--- config.mk ---
export PLATFORM = sky130hd
export DESIGN_NAME = knnsel_fifo
export DESIGN_NICKNAME = d
export VERILOG_FILES = /design/src/hdl/knnsel_pkg.sv /design/src/hdl/knnsel_fifo.sv
export VERILOG_INCLUDE_DIRS = /design/src /design/src/hdl
export SDC_FILE = /design/constraint.sdc
export NUM_CORES = 1
export LEC_CHECK = 0
export ABC_AREA = 1
export BUFFER_PORTS_ARGS = -buffer_cell sky130_fd_sc_hd__buf_2
export CAP_MARGIN = 5
export CORE_ASPECT_RATIO = 1.75
export CORE_MARGIN = 4
export CORE_UTILIZATION = 65
export DETAILED_ROUTE_END_ITERATION = 12
export MAX_ROUTING_LAYER = met4
export PLACE_DENSITY = 0.84
export SYNTH_ARGS = -nofsm -noshare
export SYNTH_HDL_FRONTEND = slang
export SYNTH_SLANG_ARGS = --single-unit
--- constraint.sdc ---
create_clock -name clk -period 11.69 [get_ports clk]
set_clock_uncertainty 0.2 [all_clocks]
set_input_delay 1.7535 -clock clk [delete_from_list [all_inputs] [get_ports clk]]
set_output_delay 1.7535 -clock clk [all_outputs]
set_load 0.03 [all_outputs]
--- src/hdl/knn_radius_topk_select_macros.svh ---
// assertion macros shared by the knn selection modules
`ifndef KNN_RADIUS_TOPK_SELECT_MACROS_SVH
`define KNN_RADIUS_TOPK_SELECT_MACROS_SVH

// property that must hold at every clock edge outside reset
`define KNN_ASSERT(lbl, prop, msg) \
	lbl: assert property (@(posedge clk) disable iff (!arst_n) prop) else $error(msg);

// condition that must never be seen outside reset
`define KNN_NEVER(lbl, cond, msg) \
	lbl: assert property (@(posedge clk) disable iff (!arst_n) !(cond)) else $error(msg);

`endif

--- src/hdl/knnsel_pkg.sv ---
// types, constants and helpers for the knn radius top-k selector
package knnsel_pkg;

	localparam int MAX_NEIGHBORS  = 64;
	localparam int COORD_BITS     = 20;
	localparam int INDEX_BITS     = 24;

	localparam int DIST_BITS      = 42;
	localparam int OUT_INDEX_BITS = 25;
	localparam int RANK_BITS      = 6;
	localparam int NC_BITS        = 7;
	localparam int CNT_BITS       = $clog2(MAX_NEIGHBORS + 1);
	localparam int KW_BITS        = (NC_BITS > CNT_BITS) ? NC_BITS : CNT_BITS;

	localparam int DIFF_BITS      = COORD_BITS + 1;
	localparam int ABS_BITS       = DIFF_BITS;
	localparam int SQ_BITS        = 2 * ABS_BITS;
	localparam int SUM_BITS       = SQ_BITS + 2;

	localparam int QUEUE_DEPTH    = 8;
	localparam int QPTR_BITS      = $clog2(QUEUE_DEPTH);
	localparam int QCNT_BITS      = $clog2(QUEUE_DEPTH + 1);

	localparam int CFG_IDX_BITS   = 1;
	localparam int CFG_DATA_BITS  = DIST_BITS;

	localparam logic [DIST_BITS-1:0] DIST_MAX = {DIST_BITS{1'b1}};
	localparam logic [NC_BITS-1:0] NEIGHBOR_COUNT_RESET = NC_BITS'(1);
	localparam logic [DIST_BITS-1:0] MAX_SQ_DISTANCE_RESET = DIST_BITS'(64'd3298534883328);

	// configuration register indexes
	typedef enum logic [CFG_IDX_BITS-1:0] {
		CFG_NEIGHBOR_COUNT  = 1'b0,
		CFG_MAX_SQ_DISTANCE = 1'b1
	} cfg_reg_t;

	// back end states
	typedef enum logic {
		BK_INSERT,
		BK_EMIT
	} back_state_t;

	// live configuration as seen by the back end
	typedef struct packed {
		logic [CNT_BITS-1:0]  k;
		logic [DIST_BITS-1:0] maxd;
	} cfg_t;

	// classified candidate travelling through the queue
	typedef struct packed {
		logic [DIST_BITS-1:0]  sq_dist;
		logic [INDEX_BITS-1:0] idx;
		logic                  first;
		logic                  last;
	} cand_t;

	// one slot of the sorted list
	typedef struct packed {
		logic [DIST_BITS-1:0]  sq_dist;
		logic [INDEX_BITS-1:0] idx;
		logic                  valid;
	} slot_t;

	// magnitude of a coordinate difference
	function automatic logic [ABS_BITS-1:0] abs_diff(input logic signed [DIFF_BITS-1:0] d);
		logic signed [DIFF_BITS-1:0] n;
		n = -d;
		return d[DIFF_BITS-1] ? ABS_BITS'(n) : ABS_BITS'(d);
	endfunction

endpackage

--- src/hdl/knnsel_fifo.sv ---
// short queue of classified candidates between front and back
module knnsel_fifo (
	input  logic                             clk,
	input  logic                             arst_n,
	input  logic                             push,
	input  knnsel_pkg::cand_t                push_data,
	input  logic                             pop,
	output knnsel_pkg::cand_t                pop_data,
	output logic                             not_empty,
	output logic [knnsel_pkg::QCNT_BITS-1:0] count
);

	`include "knn_radius_topk_select_macros.svh"

	knnsel_pkg::cand_t mem_q [knnsel_pkg::QUEUE_DEPTH];
	logic [knnsel_pkg::QPTR_BITS-1:0] wr_ptr_q, rd_ptr_q;
	logic [knnsel_pkg::QCNT_BITS-1:0] count_q;

	// pointers and fill level
	always_ff @(posedge clk or negedge arst_n) begin
		if (!arst_n) begin
			wr_ptr_q <= '0;
			rd_ptr_q <= '0;
			count_q  <= '0;
		end else begin
			if (push)
				wr_ptr_q <= wr_ptr_q + knnsel_pkg::QPTR_BITS'(1);
			if (pop)
				rd_ptr_q <= rd_ptr_q + knnsel_pkg::QPTR_BITS'(1);
			if (push && !pop)
				count_q <= count_q + knnsel_pkg::QCNT_BITS'(1);
			else if (pop && !push)
				count_q <= count_q - knnsel_pkg::QCNT_BITS'(1);
		end
	end

	// entry storage
	always_ff @(posedge clk) begin
		if (push)
			mem_q[wr_ptr_q] <= push_data;
	end

	assign pop_data  = mem_q[rd_ptr_q];
	assign not_empty = count_q != '0;
	assign count     = count_q;

	`KNN_ASSERT(a_fifo_no_overflow, push |-> (count_q != knnsel_pkg::QCNT_BITS'(knnsel_pkg::QUEUE_DEPTH)) || pop, "request pushed into a full queue")
	`KNN_NEVER(a_fifo_no_underflow, pop && (count_q == '0), "request popped from an empty queue")

endmodule

Word-level counts from Yosys, hierarchy flattened
Memory sizes are Yosys's and may differ from the RTL's.
Cells that the tools add are included.
{ "word_totals": {"reg_bits": 10, "ram_bits": 544, "inputBits": 72, "wordCells": 18, "memories": 1} }
{ "op_classes": {"addsub": 4, "mux": 4, "reduce_logical": 6} }
{ "mem_list": {"columns": ["memory", "words", "word_bits", "rd", "rd_ports_with_merged_regs", "write_ports", "line", "source"], "rows": [
  ["mem_q", 8, 68, 1, 0, 1, "knnsel_fifo.sv:15", "knnsel_pkg::cand_t mem_q [knnsel_pkg::QUEUE_DEPTH];"]
]} }
{ "op_table": {"columns": ["op", "count"], "rows": [
  ["$mux 4", 2],
  ["$add 3x1->3 const B", 2],
  ["$add 4x1->4 const B", 1],
  ["$reduce_bool 4->1", 1],
  ["$sub 4x1->4 const B", 1],
  ["$logic_and 1x1->1", 2],
  ["$logic_not 1->1", 2],
  ["$mux 1", 2],
  ["$reduce_bool 2->1", 1]
]} }

Depth between registers and ports, before layout
{ "depth": {"depth_word": 4, "ltp_mapped": 10, "ltp_nobuf": 10} }

Worst setup path before layout
OpenSTA, ideal clock, no wires.
{ "synth_path": {"path_type": "input to register", "from": "input port push", "to": "memory mem_q[0][0] (netlist bit) (enable)", "setup_ns": 0.494, "arrival_time_ns": 4.945, "required_ns": 10.996, "path_slack_ns": 6.050, "path_stages": 3, "path_cell_list": "inv_1 > or2_2 > nor2_1"} }
{ "synth_between": {"elab_chain_cells": 2} }
{ "synth_rtl": {"columns": ["element", "line", "source"], "rows": [
  ["start: declaration", "knnsel_fifo.sv:5", "input logic push,"],
  ["$mux 1", "knnsel_fifo.sv:39", "if (push)"],
  ["$mux 1 (not written as such)", "knnsel_fifo.sv:40", "mem_q[wr_ptr_q] <= push_data;"],
  ["end: declaration", "knnsel_fifo.sv:15", null]
]} }
Every way passes these cells.

==> reports/qor.tcl <==
set qor(std_cell_rows) 92
set qor(area_of_the_die_um2) 40000
set qor(setup_viol_count_final) 0
set qor(floorplan.core_area_um2) 36100
set qor(worst_reg_to_reg_cells) 3
set qor(route.antenna.remaining_nets) 0
set qor(hp-class) {flop to flop}
set qor(min_delay_path_depth) 2
set qor(relSlewSlack_pct) 20.2
set qor(path_class) {flop to primary output}
set qor(routed_via_density) 5.31
set qor(timing.critical_path.arrival_ns) 3.61
set qor(synth.cell_area_um2) 23900
set qor(detail_route.iter0.violations) 1341
set qor(worst_setup_slack_before_clock_tree_synthesis_ns) 6.81
set qor(cts_tree) {yes}
set qor(r2r-start) {wr_ptr_q[0]}
set qor(clock_edge_transition_at_the_registers_on_the_reported_setup_and_hold_paths_ns) 0.07
set qor(routed_wire_length_per_instance_um) 17.3
set qor(detail_route.first_pass.iterations) 6
set qor(root_buffer) {sky130_fd_sc_hd__clkbuf_16}
set qor(setup.reg_to_reg.worst_slack_ns) 8.73
set qor(seqCellArea_um2) 16600
set qor(clock_tree.htree_level_count) 2
set qor(rsz_0062_raised_after_global_routing) {no}
set qor(ir_worst_vdd_v) 0.000309
set qor(maxCapViolCount) 0
set qor(fin_cells) 3046
set qor(synth_fp_nets) 2502
set qor(cts_made_buffers) 46
set qor(fin_hold_ws_ns) 0.333
set qor(dp.final_hpwl_um) 28200
set qor(nets) 2605
set qor(p_leak_nw) 11.5
set qor(floorplan.die.width_um) 153
set qor(fin_tns_setup_ns) 0
set qor(maxSlewViolCount) 0
set qor(seq_area_frac_synth_pct) 69.4
set qor(worst_r2r_endpoint) {mem_q[2][32]}
set qor(grt_antenna_before_repair) 12
set qor(grt_first_pass_wirelength_um) 80500
set qor(track_usage_pct) 26.4
set qor(post-route-drc-count) 0
set qor(clkLatencyLatePin_ns) 0.56
set qor(number_of_cells_upsized_or_downsized_after_cts) 0
set qor(cellPowerDensity_nw_per_um2) 254
set qor(yosys.cell_types.count) 18
set qor(die_h_um) 262
set qor(min_period_ns) 5.56
set qor(yosys_warnings) 0
set qor(io-pin-count) 145
set qor(critical_path.endpoint_type) {primary output}
set qor(status) {complete, no violations}
set qor(most-common-layout-cells) {sky130_fd_sc_hd__nand2_1, sky130_fd_sc_hd__nor2_1, sky130_fd_sc_hd__edfxtp_1}
set qor(max_freq_mhz) 180
set qor(drt-total-wl_um) 52500
set qor(holdBufCountCts) 0
set qor(routed-via-count) 16200
set qor(fin_util_pct) 72.7
set qor(cts_setup_buffers) 0
set qor(tritoncts_num_sinks) 554
set qor(mostFrequentLayoutCell) {sky130_fd_sc_hd__nand2_1}
set qor(place_inst) 2949
set qor(area_growth_pct) 9.96
set qor(final_layout_size_suffix_gt1_share_pct) 9.36
set qor(number_of_global_route_vias_before_repair) 16300
set qor(cp_data_required_time_ns) 9.74
set qor(number_of_synthesized_register_bits) 554
set qor(postSynthAreaPerCell_um2) 9.86
set qor(floorplan.initialDensity_pct) 66.1
set qor(ctsLongestPathBuffers) 3
set qor(globalRouteOverflowTotal) 0
set qor(whs_endpoint) {count[2]}
set qor(crit_fanout) 72
set qor(nFillCells) 2351
set qor(place.gp.congestion) 0.773
set qor(multi_input_comb_area_um2) 5720
set qor(final_min_period_over_clock_period_pct) 47.6
set qor(tightestPinTransition_ns) 1.20
set qor(finalWorstSetupSlack_ns) 6.13
set qor(holdCritStartpoint) {count[2]}
set qor(hold_violations) 0
set qor(cp-start-kind) {flop}
set qor(io_buffer_count) 144
set qor(grt_max_degree) 248
set qor(synthesis.instances) 2424
-- synth_stat cells --
| cell type | instances | area [um^2] |
|---|---|---|
| sky130_fd_sc_hd__or2_2 | 2 | 12.5 |
| sky130_fd_sc_hd__ha_1 | 5 | 62.6 |
| sky130_fd_sc_hd__nor2_1 | 553 | 2080 |
| sky130_fd_sc_hd__dfrtp_1 | 10 | 250 |
| sky130_fd_sc_hd__inv_1 | 282 | 1060 |
| sky130_fd_sc_hd__xor2_1 | 3 | 26.3 |
| sky130_fd_sc_hd__edfxtp_1 | 544 | 16300 |
| sky130_fd_sc_hd__nand3_1 | 2 | 10.0 |
| sky130_fd_sc_hd__buf_6 | 13 | 146 |
| sky130_fd_sc_hd__buf_1 | 17 | 63.8 |
| sky130_fd_sc_hd__o21ai_0 | 4 | 20.0 |
| sky130_fd_sc_hd__fa_1 | 1 | 20.0 |
| sky130_fd_sc_hd__buf_2 | 54 | 270 |
| sky130_fd_sc_hd__inv_2 | 2 | 7.51 |
| sky130_fd_sc_hd__nand2_1 | 909 | 3410 |
| sky130_fd_sc_hd__clkbuf_1 | 10 | 37.5 |
| sky130_fd_sc_hd__xnor2_1 | 2 | 17.5 |
| sky130_fd_sc_hd__buf_4 | 11 | 82.6 |
-- kinds of logic after synthesis --
group	Yosys count	share of synthesized area, %
fa+ha+maj	6	0.345
compound gates	4	0.0837
buf+inv	389	6.97
simple gates	1466	23.0
xor+xnor	5	0.183
flops	554	69.4
-- where the power goes --
part / switching, mW / internal (mW) / total [mW]
logic: 1.96 / 0.711 / 2.68
registers: 0.119 / 2.41 / 2.53
clock network: 0.672 / 0.808 / 1.48
total: 2.76 / 3.93 / 6.69
-- worst max-delay path by stage --
stage           startpoint      endpoint  slack, ns
3_3_place_gp   rd_ptr_q[1]   pop_data[7]       6.81
4_1_cts        rd_ptr_q[1]   pop_data[6]       6.21
6_report       rd_ptr_q[1]  pop_data[20]       6.13
2_1_floorplan         push   mem_q[0][0]       6.05
3_5_place_dp   rd_ptr_q[1]   pop_data[6]       6.81
5_1_grt        rd_ptr_q[1]   pop_data[5]       6.03
-- worst max-delay path: stages (launching register included) --
cell and delay [ns]:
sky130_fd_sc_hd__dfrtp_4 0.69, sky130_fd_sc_hd__inv_4 0.65, sky130_fd_sc_hd__buf_4 0.81, sky130_fd_sc_hd__nor2_1 0.13, sky130_fd_sc_hd__nand2_1 0.12, sky130_fd_sc_hd__nand2_1 0.06, sky130_fd_sc_hd__nand2_1 0.07, sky130_fd_sc_hd__nand2_1 0.11
sky130_fd_sc_hd__buf_2 0.19
-- routing by layer --
metal  wire length, um  GRT usage [%]  vias up
met5                 0              -        -
met4              2120           13.8        0
met3              3390           3.13      154
met2             27800           46.8      697
met1             19200           29.4     7590
li1                  -              -     7724
-- layout make-up --
type / count / share of cell area [%]
multi-input cells: 1481 / 21.7
diodes: 12 / 0.114
clock buffers: 56 / 4.76
repair buffers: 160 / 3.25
clock inverters: 29 / 0.714
inverters: 284 / 4.06
flip-flops and latches: 554 / 63.1
well taps: 470 / 2.24
-- per-stage QoR --
stage,power (mW),cell area (um^2)
after global routing,7.08,26300
after floorplan,4.55,23900
after CTS,6.71,26300
final,6.69,26300
after global placement,5.11,24800
after detailed placement,5.22,24800
-- flip-flops by register name (all words and copies together) (netlist names) --
register	cells
mem_q	544
count	4
rd_ptr_q	3
wr_ptr_q	3
No activity file was read; power rests on OpenSTA's default activity.
