[src/hdl/knn_radius_topk_select_macros.svh]
// assertion macros shared by the knn selection modules
`ifndef KNN_RADIUS_TOPK_SELECT_MACROS_SVH
`define KNN_RADIUS_TOPK_SELECT_MACROS_SVH

// property that must hold at every clock edge outside reset
`define KNN_ASSERT(lbl, prop, msg) \
	lbl: assert property (@(posedge clk) disable iff (!arst_n) prop) else $error(msg);

// condition that must never be seen outside reset
`define KNN_NEVER(lbl, cond, msg) \
	lbl: assert property (@(posedge clk) disable iff (!arst_n) !(cond)) else $error(msg);

`endif

[src/hdl/knnsel_pkg.sv]
// types, constants and helpers for the knn radius top-k selector
package knnsel_pkg;

	localparam int MAX_NEIGHBORS  = 64;
	localparam int COORD_BITS     = 20;
	localparam int INDEX_BITS     = 24;

	localparam int DIST_BITS      = 42;
	localparam int OUT_INDEX_BITS = 25;
	localparam int RANK_BITS      = 6;
	localparam int NC_BITS        = 7;
	localparam int CNT_BITS       = $clog2(MAX_NEIGHBORS + 1);
	localparam int KW_BITS        = (NC_BITS > CNT_BITS) ? NC_BITS : CNT_BITS;

	localparam int DIFF_BITS      = COORD_BITS + 1;
	localparam int ABS_BITS       = DIFF_BITS;
	localparam int SQ_BITS        = 2 * ABS_BITS;
	localparam int SUM_BITS       = SQ_BITS + 2;

	localparam int QUEUE_DEPTH    = 8;
	localparam int QPTR_BITS      = $clog2(QUEUE_DEPTH);
	localparam int QCNT_BITS      = $clog2(QUEUE_DEPTH + 1);

	localparam int CFG_IDX_BITS   = 1;
	localparam int CFG_DATA_BITS  = DIST_BITS;

	localparam logic [DIST_BITS-1:0] DIST_MAX = {DIST_BITS{1'b1}};
	localparam logic [NC_BITS-1:0] NEIGHBOR_COUNT_RESET = NC_BITS'(1);
	localparam logic [DIST_BITS-1:0] MAX_SQ_DISTANCE_RESET = DIST_BITS'(64'd3298534883328);

	// configuration register indexes
	typedef enum logic [CFG_IDX_BITS-1:0] {
		CFG_NEIGHBOR_COUNT  = 1'b0,
		CFG_MAX_SQ_DISTANCE = 1'b1
	} cfg_reg_t;

	// back end states
	typedef enum logic {
		BK_INSERT,
		BK_EMIT
	} back_state_t;

	// live configuration as seen by the back end
	typedef struct packed {
		logic [CNT_BITS-1:0]  k;
		logic [DIST_BITS-1:0] maxd;
	} cfg_t;

	// classified candidate travelling through the queue
	typedef struct packed {
		logic [DIST_BITS-1:0]  sq_dist;
		logic [INDEX_BITS-1:0] idx;
		logic                  first;
		logic                  last;
	} cand_t;

	// one slot of the sorted list
	typedef struct packed {
		logic [DIST_BITS-1:0]  sq_dist;
		logic [INDEX_BITS-1:0] idx;
		logic                  valid;
	} slot_t;

	// magnitude of a coordinate difference
	function automatic logic [ABS_BITS-1:0] abs_diff(input logic signed [DIFF_BITS-1:0] d);
		logic signed [DIFF_BITS-1:0] n;
		n = -d;
		return d[DIFF_BITS-1] ? ABS_BITS'(n) : ABS_BITS'(d);
	endfunction

endpackage

[src/hdl/knnsel_ifs.sv]
// request channels: candidate points in, neighbours out
interface knnsel_point_if;
	logic                                        valid;
	logic                                        ready;
	logic signed [knnsel_pkg::COORD_BITS-1:0]    query_x;
	logic signed [knnsel_pkg::COORD_BITS-1:0]    query_y;
	logic signed [knnsel_pkg::COORD_BITS-1:0]    query_z;
	logic signed [knnsel_pkg::COORD_BITS-1:0]    point_x;
	logic signed [knnsel_pkg::COORD_BITS-1:0]    point_y;
	logic signed [knnsel_pkg::COORD_BITS-1:0]    point_z;
	logic        [knnsel_pkg::INDEX_BITS-1:0]    point_index;
	logic                                        first_point;
	logic                                        last_point;

	modport source (output valid, query_x, query_y, query_z, point_x, point_y, point_z,
		point_index, first_point, last_point, input ready);
	modport sink (input valid, query_x, query_y, query_z, point_x, point_y, point_z,
		point_index, first_point, last_point, output ready);
endinterface


[src/hdl/knnsel_front.sv]
// front end: accepts candidates and computes the squared distance in three stages
module knnsel_front (
	input  logic                            clk,
	input  logic                            arst_n,
	knnsel_point_if.sink                    pts,
	input  logic [knnsel_pkg::QCNT_BITS-1:0] q_count,
	output logic                            push,
	output knnsel_pkg::cand_t               push_data
);

	localparam int TW = knnsel_pkg::QCNT_BITS + 1;

	logic accept;
	logic [TW-1:0] in_use;

	logic v_s1, v_s2, v_s3;
	logic signed [knnsel_pkg::DIFF_BITS-1:0] dx_s1, dy_s1, dz_s1;
	logic [knnsel_pkg::INDEX_BITS-1:0] idx_s1, idx_s2;
	logic first_s1, last_s1, first_s2, last_s2;
	logic [knnsel_pkg::SQ_BITS-1:0] sx_s2, sy_s2, sz_s2;
	knnsel_pkg::cand_t cand_s3;

	logic signed [knnsel_pkg::DIFF_BITS-1:0] dx, dy, dz;
	logic [knnsel_pkg::ABS_BITS-1:0] ax, ay, az;
	logic [knnsel_pkg::SUM_BITS-1:0] sum;

	// credit: queue entries plus items in flight must never exceed the queue depth
	assign in_use = TW'(q_count) + TW'(v_s1) + TW'(v_s2) + TW'(v_s3);
	assign pts.ready = in_use < TW'(knnsel_pkg::QUEUE_DEPTH);
	assign accept = pts.valid & pts.ready;

	// coordinate differences
	assign dx = knnsel_pkg::DIFF_BITS'(pts.query_x) - knnsel_pkg::DIFF_BITS'(pts.point_x);
	assign dy = knnsel_pkg::DIFF_BITS'(pts.query_y) - knnsel_pkg::DIFF_BITS'(pts.point_y);
	assign dz = knnsel_pkg::DIFF_BITS'(pts.query_z) - knnsel_pkg::DIFF_BITS'(pts.point_z);

	// magnitudes for squaring
	assign ax = knnsel_pkg::abs_diff(dx_s1);
	assign ay = knnsel_pkg::abs_diff(dy_s1);
	assign az = knnsel_pkg::abs_diff(dz_s1);

	// sum of squares, saturated at the distance ceiling
	assign sum = knnsel_pkg::SUM_BITS'(sx_s2) + knnsel_pkg::SUM_BITS'(sy_s2)
		+ knnsel_pkg::SUM_BITS'(sz_s2);

	// stage valids
	always_ff @(posedge clk or negedge arst_n) begin
		if (!arst_n) begin
			v_s1 <= 1'b0;
			v_s2 <= 1'b0;
			v_s3 <= 1'b0;
		end else begin
			v_s1 <= accept;
			v_s2 <= v_s1;
			v_s3 <= v_s2;
		end
	end

	// stage payloads
	always_ff @(posedge clk) begin
		dx_s1    <= dx;
		dy_s1    <= dy;
		dz_s1    <= dz;
		idx_s1   <= pts.point_index;
		first_s1 <= pts.first_point;
		last_s1  <= pts.last_point;

		sx_s2    <= knnsel_pkg::SQ_BITS'(ax) * knnsel_pkg::SQ_BITS'(ax);
		sy_s2    <= knnsel_pkg::SQ_BITS'(ay) * knnsel_pkg::SQ_BITS'(ay);
		sz_s2    <= knnsel_pkg::SQ_BITS'(az) * knnsel_pkg::SQ_BITS'(az);
		idx_s2   <= idx_s1;
		first_s2 <= first_s1;
		last_s2  <= last_s1;

		cand_s3.sq_dist <= (sum > knnsel_pkg::SUM_BITS'(knnsel_pkg::DIST_MAX))
			? knnsel_pkg::DIST_MAX : sum[knnsel_pkg::DIST_BITS-1:0];
		cand_s3.idx     <= idx_s2;
		cand_s3.first   <= first_s2;
		cand_s3.last    <= last_s2;
	end

	assign push = v_s3;
	assign push_data = cand_s3;

endmodule

[src/flat_wrapper.sv]
// flat-port wrapper written by rule: the top's interface ports become plain ports
module knnsel_front_flat 
  (clk, arst_n, q_count, push, push_data, pts_valid, pts_query_x, pts_query_y, pts_query_z, pts_point_x, pts_point_y, pts_point_z, pts_point_index, pts_first_point, pts_last_point, pts_ready);
  knnsel_point_if pts_i ();
  input  logic clk;
  input  logic arst_n;
  input  logic [knnsel_pkg::QCNT_BITS-1:0] q_count;
  output logic push;
  output knnsel_pkg::cand_t push_data;
  input wire logic [$bits(pts_i.valid)-1:0] pts_valid;
  input wire logic [$bits(pts_i.query_x)-1:0] pts_query_x;
  input wire logic [$bits(pts_i.query_y)-1:0] pts_query_y;
  input wire logic [$bits(pts_i.query_z)-1:0] pts_query_z;
  input wire logic [$bits(pts_i.point_x)-1:0] pts_point_x;
  input wire logic [$bits(pts_i.point_y)-1:0] pts_point_y;
  input wire logic [$bits(pts_i.point_z)-1:0] pts_point_z;
  input wire logic [$bits(pts_i.point_index)-1:0] pts_point_index;
  input wire logic [$bits(pts_i.first_point)-1:0] pts_first_point;
  input wire logic [$bits(pts_i.last_point)-1:0] pts_last_point;
  output wire logic [$bits(pts_i.ready)-1:0] pts_ready;
  assign pts_i.valid = pts_valid;
  assign pts_i.query_x = pts_query_x;
  assign pts_i.query_y = pts_query_y;
  assign pts_i.query_z = pts_query_z;
  assign pts_i.point_x = pts_point_x;
  assign pts_i.point_y = pts_point_y;
  assign pts_i.point_z = pts_point_z;
  assign pts_i.point_index = pts_point_index;
  assign pts_i.first_point = pts_first_point;
  assign pts_i.last_point = pts_last_point;
  assign pts_ready = pts_i.ready;
  knnsel_front u_core (.clk(clk), .arst_n(arst_n), .pts(pts_i), .q_count(q_count), .push(push), .push_data(push_data));
endmodule
[config.mk]
export PLATFORM = sky130hd
export DESIGN_NAME = knnsel_front_flat
export DESIGN_NICKNAME = d
export VERILOG_FILES = /design/src/hdl/knn_radius_topk_select_macros.svh /design/src/hdl/knnsel_pkg.sv /design/src/hdl/knnsel_ifs.sv /design/src/hdl/knnsel_front.sv /design/src/flat_wrapper.sv
export SDC_FILE = /design/constraint.sdc
export NUM_CORES = 2
export LEC_CHECK = 0
export BUFFER_PORTS_ARGS = -buffer_cell sky130_fd_sc_hd__buf_4
export CAP_MARGIN = 20
export CORE_MARGIN = 4
export CORE_UTILIZATION = 50
export CTS_BUF_LIST = sky130_fd_sc_hd__clkbuf_8 sky130_fd_sc_hd__clkbuf_16
export DETAILED_ROUTE_END_ITERATION = 16
export PLACE_DENSITY_LB_ADDON = 0.2
export SYNTH_ARGS = -nofsm -noshare
export SYNTH_HDL_FRONTEND = slang
export SYNTH_SLANG_ARGS = --single-unit
[constraint.sdc]
create_clock -name clk -period 11.96 [get_ports clk]
set_input_delay 0 -clock clk [delete_from_list [all_inputs] [get_ports clk]]
set_output_delay 0 -clock clk [all_outputs]
set_load 0.02 [all_outputs]
Yosys cells after proc, flatten, opt, wreduce, memory -nomap -nowiden --
Cells that the tools add are included.
Operators by class: eq/ne operators 0, multipliers 3, shift-type cells 0, mux-type cells 3, reductions and logical operators 0, magnitude comparators 2, div/mod/pow operators 0, bitwise operators 1, add/subtract/negate cells 11
Operator list (count):
- $mul A21 B21 Y42 | 3
- $mux W21 | 3
- $neg A21 Y21 | 3
- $sub A20 B20 Y21 | 3
- $add A44 B42 Y44 | 1
- $gt A44 B42 Y1 const B | 1
- $add A42 B42 Y43 | 1
- $add A5 B1 Y5 | 2
- $add A4 B1 Y5 | 1
- $lt A5 B4 Y1 const B | 1
- $and A1 B1 Y1 | 1
Word-level totals: bits in registers 312, memory bits (read-only) 0, logic and storage cells 39, bits in latches 0, memories kept 0, memory bits (writable) 0, output and inout port bits 70

Depth between registers and ports, before layout --
depth in word-level cells 5, mapped depth 36, gate-level depth less buffers 34

Worst setup path after synthesis --
OpenSTA, ideal clock, no wires.
path kind register to register, start register u_core.dx_s1[0] (netlist name), end register u_core.sx_s2[40] (netlist name), clock period less this slack 8.369 ns, cell stages (with the launch flop) 33, path slack 3.591 ns, data arrival time 8.263 ns, required time 11.854 ns, path through dfxtp_1 buf_6 or4_4 or3_4 or3_4 o41a_1 xnor2_2 inv_2 buf_6 nand2_1 fa_1 inv_1 fa_1 inv_1 fa_1 inv_1 fa_1 fa_1 fa_1 inv_1 fa_1 inv_1 ha_1 a211oi_1 o21bai_1 or2_2 o311ai_0 a31oi_1 o311a_1 nor2_1 o21a_1 nor2_1 o311ai_0
Between the ends: word-level cells in the longest chain between the ends 3
Ends and longest elaborated chain:
- start, declared | line knnsel_front.sv:17 | logic signed [knnsel_pkg::DIFF_BITS-1:0] dx_s1, dy_s1, dz_s1;
- start signal, assigned | line knnsel_front.sv:61 | dx_s1 <= dx;
- $neg A21 Y21 | line knnsel_pkg.sv:67 | n = -d;
- $mux W21 (*) | line knnsel_pkg.sv:68 | return d[DIFF_BITS-1] ? ABS_BITS'(n) : ABS_BITS'(d);
- $mul A21 B21 Y42 (*) | line knnsel_front.sv:68 | sx_s2 <= knnsel_pkg::SQ_BITS'(ax) * knnsel_pkg::SQ_BITS'(ax);
- end signal, assigned | line knnsel_front.sv:68
- end, declared | line knnsel_front.sv:20 | logic [knnsel_pkg::SQ_BITS-1:0] sx_s2, sy_s2, sz_s2;
Mark *: on every way between the ends. The rest lies on a longest branch, timed or not. A chain may end at the register's enable or synchronous reset.

Worst setup path after layout --
Ends and elaborated chain as after synthesis.

==> flow_metrics.env <==
export IMPL_cts_made_buffers=40
export IMPL_drt_pass1_iterations=5
export IMPL_ys_types=96
export IMPL_finalSetupTns_ps=0
export IMPL_finClkSkew_ps=43.1
export IMPL_clkSinkCount=309
export IMPL_grt_pass1_wl_um=212000
export IMPL_dieHeight_um=327
export IMPL_drt_initial_drc_count=2093
export IMPL_fp_dieW_um=327
export IMPL_place_inst=7116
export IMPL_crit_top_cell="fa_1"
export IMPL_yosysMostFrequentCell="inv_1"
export IMPL_synth_area_sq_um=50800
export IMPL_grt_max_degree=43
export IMPL_detail_route_antenna_nets=0
export IMPL_cts_htree_levels=2
export IMPL_cp_required_ps=12440
export IMPL_synth_flop_cell="dfxtp_1"
export IMPL_slowest_stage="dfxtp_1"
export IMPL_final_max_slew_violation_count=0
export IMPL_syn_to_final_growth_pct=13.8
export IMPL_rsz0062_at_grt="no"
export IMPL_yosysTopAreaCellShare_pct=37.1
export IMPL_cts_tree="done"
export IMPL_cts_setup_buffers=0
export IMPL_status="completed"
export IMPL_layout_min_cycle_time_ps=10140
export IMPL_end_kind="flop"
export IMPL_grt_use_total_pct=24.9
export IMPL_crit_path_start_kind="flop"
export IMPL_dp_hpwl_um=106000
export IMPL_period_share_pct=84.8
export IMPL_drive_gt1_share_pct=7.19
export IMPL_crit_fanout=18
export IMPL_critPathArrivalTime_ps=10610
export IMPL_reg2reg_to="u_core.sx_s2[40]"
export IMPL_max_clock_path_buffers=3
export IMPL_grt_pass1_vias=41200
export IMPL_rrSetupSlack_ps=1820
export IMPL_ys_ff_latch=309
export IMPL_gp_congestion=0.927
export IMPL_die_area_sq_um=107000
export IMPL_via_per_inst=5.17
export IMPL_dpl_instance_area_sq_um=54300
export IMPL_synth_edf_count=0
export IMPL_synth_area_leader_cell="fa_1"
export IMPL_cp_slowest_stage_delay_ps=840
export IMPL_final_cell_area_sq_um=57800
export IMPL_r2r_start="u_core.dx_s1[0]"
export IMPL_r2r_cells=31
export IMPL_tightestPinTransition_ps=1040
export IMPL_antenna_found_initial=4
export IMPL_syn_inst=5543
export IMPL_drt_total_wl_um=129000
export IMPL_worstSetupPathType="reg2reg"
export IMPL_whs_path_depth=2
export IMPL_num_vias=38300
export IMPL_start_util_pct=50.6
export IMPL_clk_latency_ps=620
export IMPL_cts_resized=0
export IMPL_num_rows=116
export IMPL_path_clk_slew_ps=70
export IMPL_min_to="u_core.idx_s1[6]"
export IMPL_avgSynthCellArea_sq_um=9.16
export IMPL_worstHoldPathType="in2reg"
export IMPL_portBuffers=222
export IMPL_final_hold_viol_count=0
export IMPL_setup_violations_final=0
export IMPL_synthTopCellsByArea="fa_1, ha_1, dfxtp_1"
export IMPL_ctsHoldBuffers=206
export IMPL_root_buffer="clkbuf_16"
export IMPL_nets=7691
export IMPL_avgRoutedWirePerCell_um=17.5
export IMPL_synthArstFlopShare_pct=0.971
export IMPL_layoutNonFillerInstCount=7398
export IMPL_hold_start="pts_point_index[6]"
export IMPL_yosys_warnings=0
export IMPL_core_area_sq_um=100000
export IMPL_synth_seq_area_share_pct=12.2
export IMPL_ys_top_cells_by_count="inv_1, fa_1, ha_1, nand2_1, nor2_1"
export IMPL_slew_headroom_pct=30.7
export IMPL_route_detailed_drc=0
export IMPL_drv_cap=0
export IMPL_fmax_mhz=98.7
export IMPL_grt_ovfl_total=0
export IMPL_ios=223
flip-flops by register name, indices dropped and copies added, names as in the netlist:
| signal | count |
|---|---|
| u_core.dx_s1 | 21 |
| u_core.dy_s1 | 21 |
| u_core.dz_s1 | 21 |
| u_core.first_s1 | 1 |
| u_core.first_s2 | 1 |
| u_core.idx_s1 | 24 |
| u_core.idx_s2 | 24 |
| u_core.last_s1 | 1 |
| u_core.last_s2 | 1 |
| u_core.push | 1 |
| u_core.push_data | 68 |
| u_core.sx_s2 | 41 |
| u_core.sy_s2 | 41 |
| u_core.sz_s2 | 41 |
| u_core.v_s1 | 1 |
| u_core.v_s2 | 1 |
cell families (layout without fill, tap and decap cells):
family	Yosys count	count (layout)	share of synthesized area, %
AOI/OAI and AO/OA	703	703	9.18
other	2	50	0.0148
and+or+nand+nor	1191	1191	10.2
DFF	309	309	12.2
adders and majority gates	1531	1531	51.6
xor gates and xnor gates	306	306	5.45
muxes	3	3	0.0690
buffers and inverters	1498	1948	11.2
per-layer routing:
metal  wire, um  vias to the layer above  GRT usage, %  share of wire (%)
li1           -                    17900             -                  -
met1      54900                    19000          33.0                 43
met2      62500                     1108          42.6                 48
met3       7780                      231          3.55                6.0
met4       3970                        0          7.08                3.1
met5          0                        -             0                  0
cell usage in the layout, fill, tap and decap left out, types with 11 or more instances in the layout:
master	instances
nand4_1	23
o21ai_0	126
a31oi_1	21
a21o_1	88
dlygate4sd3_1	206
o21a_1	51
xnor2_1	201
o21bai_1	26
o211ai_1	13
clkinv_1	15
or3_1	19
and3_1	11
nand2_1	475
nor3_1	41
buf_4	271
nor4_1	11
dfxtp_1	306
nand3_1	44
conb_1	48
a21oi_1	197
ha_1	590
or2_2	13
xnor2_2	12
and2_1	25
o31ai_1	20
a211oi_1	30
inv_2	16
o31a_1	15
fa_1	941
inv_1	1369
clkbuf_16	40
nand2b_1	39
nor2_1	419
xor2_1	90
nor2b_1	34
how the worst max path moves through the flow:
stage / start / endpoint / slack, ps / cells past startpoint
after global placement: u_core.dx_s1[0] / u_core.sx_s2[39] / 2230 / 31
after floorplan: u_core.dx_s1[0] / u_core.sx_s2[40] / 3590 / 32
final: u_core.dx_s1[0] / u_core.sx_s2[40] / 1820 / 31
after global routing: u_core.dx_s1[0] / u_core.sx_s2[41] / 1170 / 31
after detailed placement: u_core.dx_s1[0] / u_core.sx_s2[39] / 1920 / 31
after CTS: u_core.dx_s1[0] / u_core.sx_s2[39] / 1880 / 31
layout make-up:
class | instances | area (sq um)
diodes | 2 | 5.00
multi-input cells | 3782 | 39100
well taps | 1357 | 1700
flip-flops and latches | 309 | 6200
repair buffers | 477 | 4100
clock inverters | 30 | 389
clock buffers | 44 | 1060
fillers | 9089 | 42600
inverters | 1397 | 5240
metrics by stage:
stage	hold slack, ps	worst slack [ps]	util (%)
after floorplan	-296	3590	-
after global placement	-211	2230	54.1
after detailed placement	-208	1920	54.1
after CTS	3.76	1880	57.6
after global routing	22.4	1170	57.6
final	48.4	1820	57.6
worst max-delay path: cells and delay by family (launching register included):
kind            cells  cell delay (ps)
compound gates      7             1630
xor+xnor            1              430
fa+ha+maj           9             4080
buf+inv             6             1460
flops               1              840
simple gates        8             1550
Power is not shown: default switching activity piles up to over one toggle a cycle in this logic, so the estimate is an artifact.
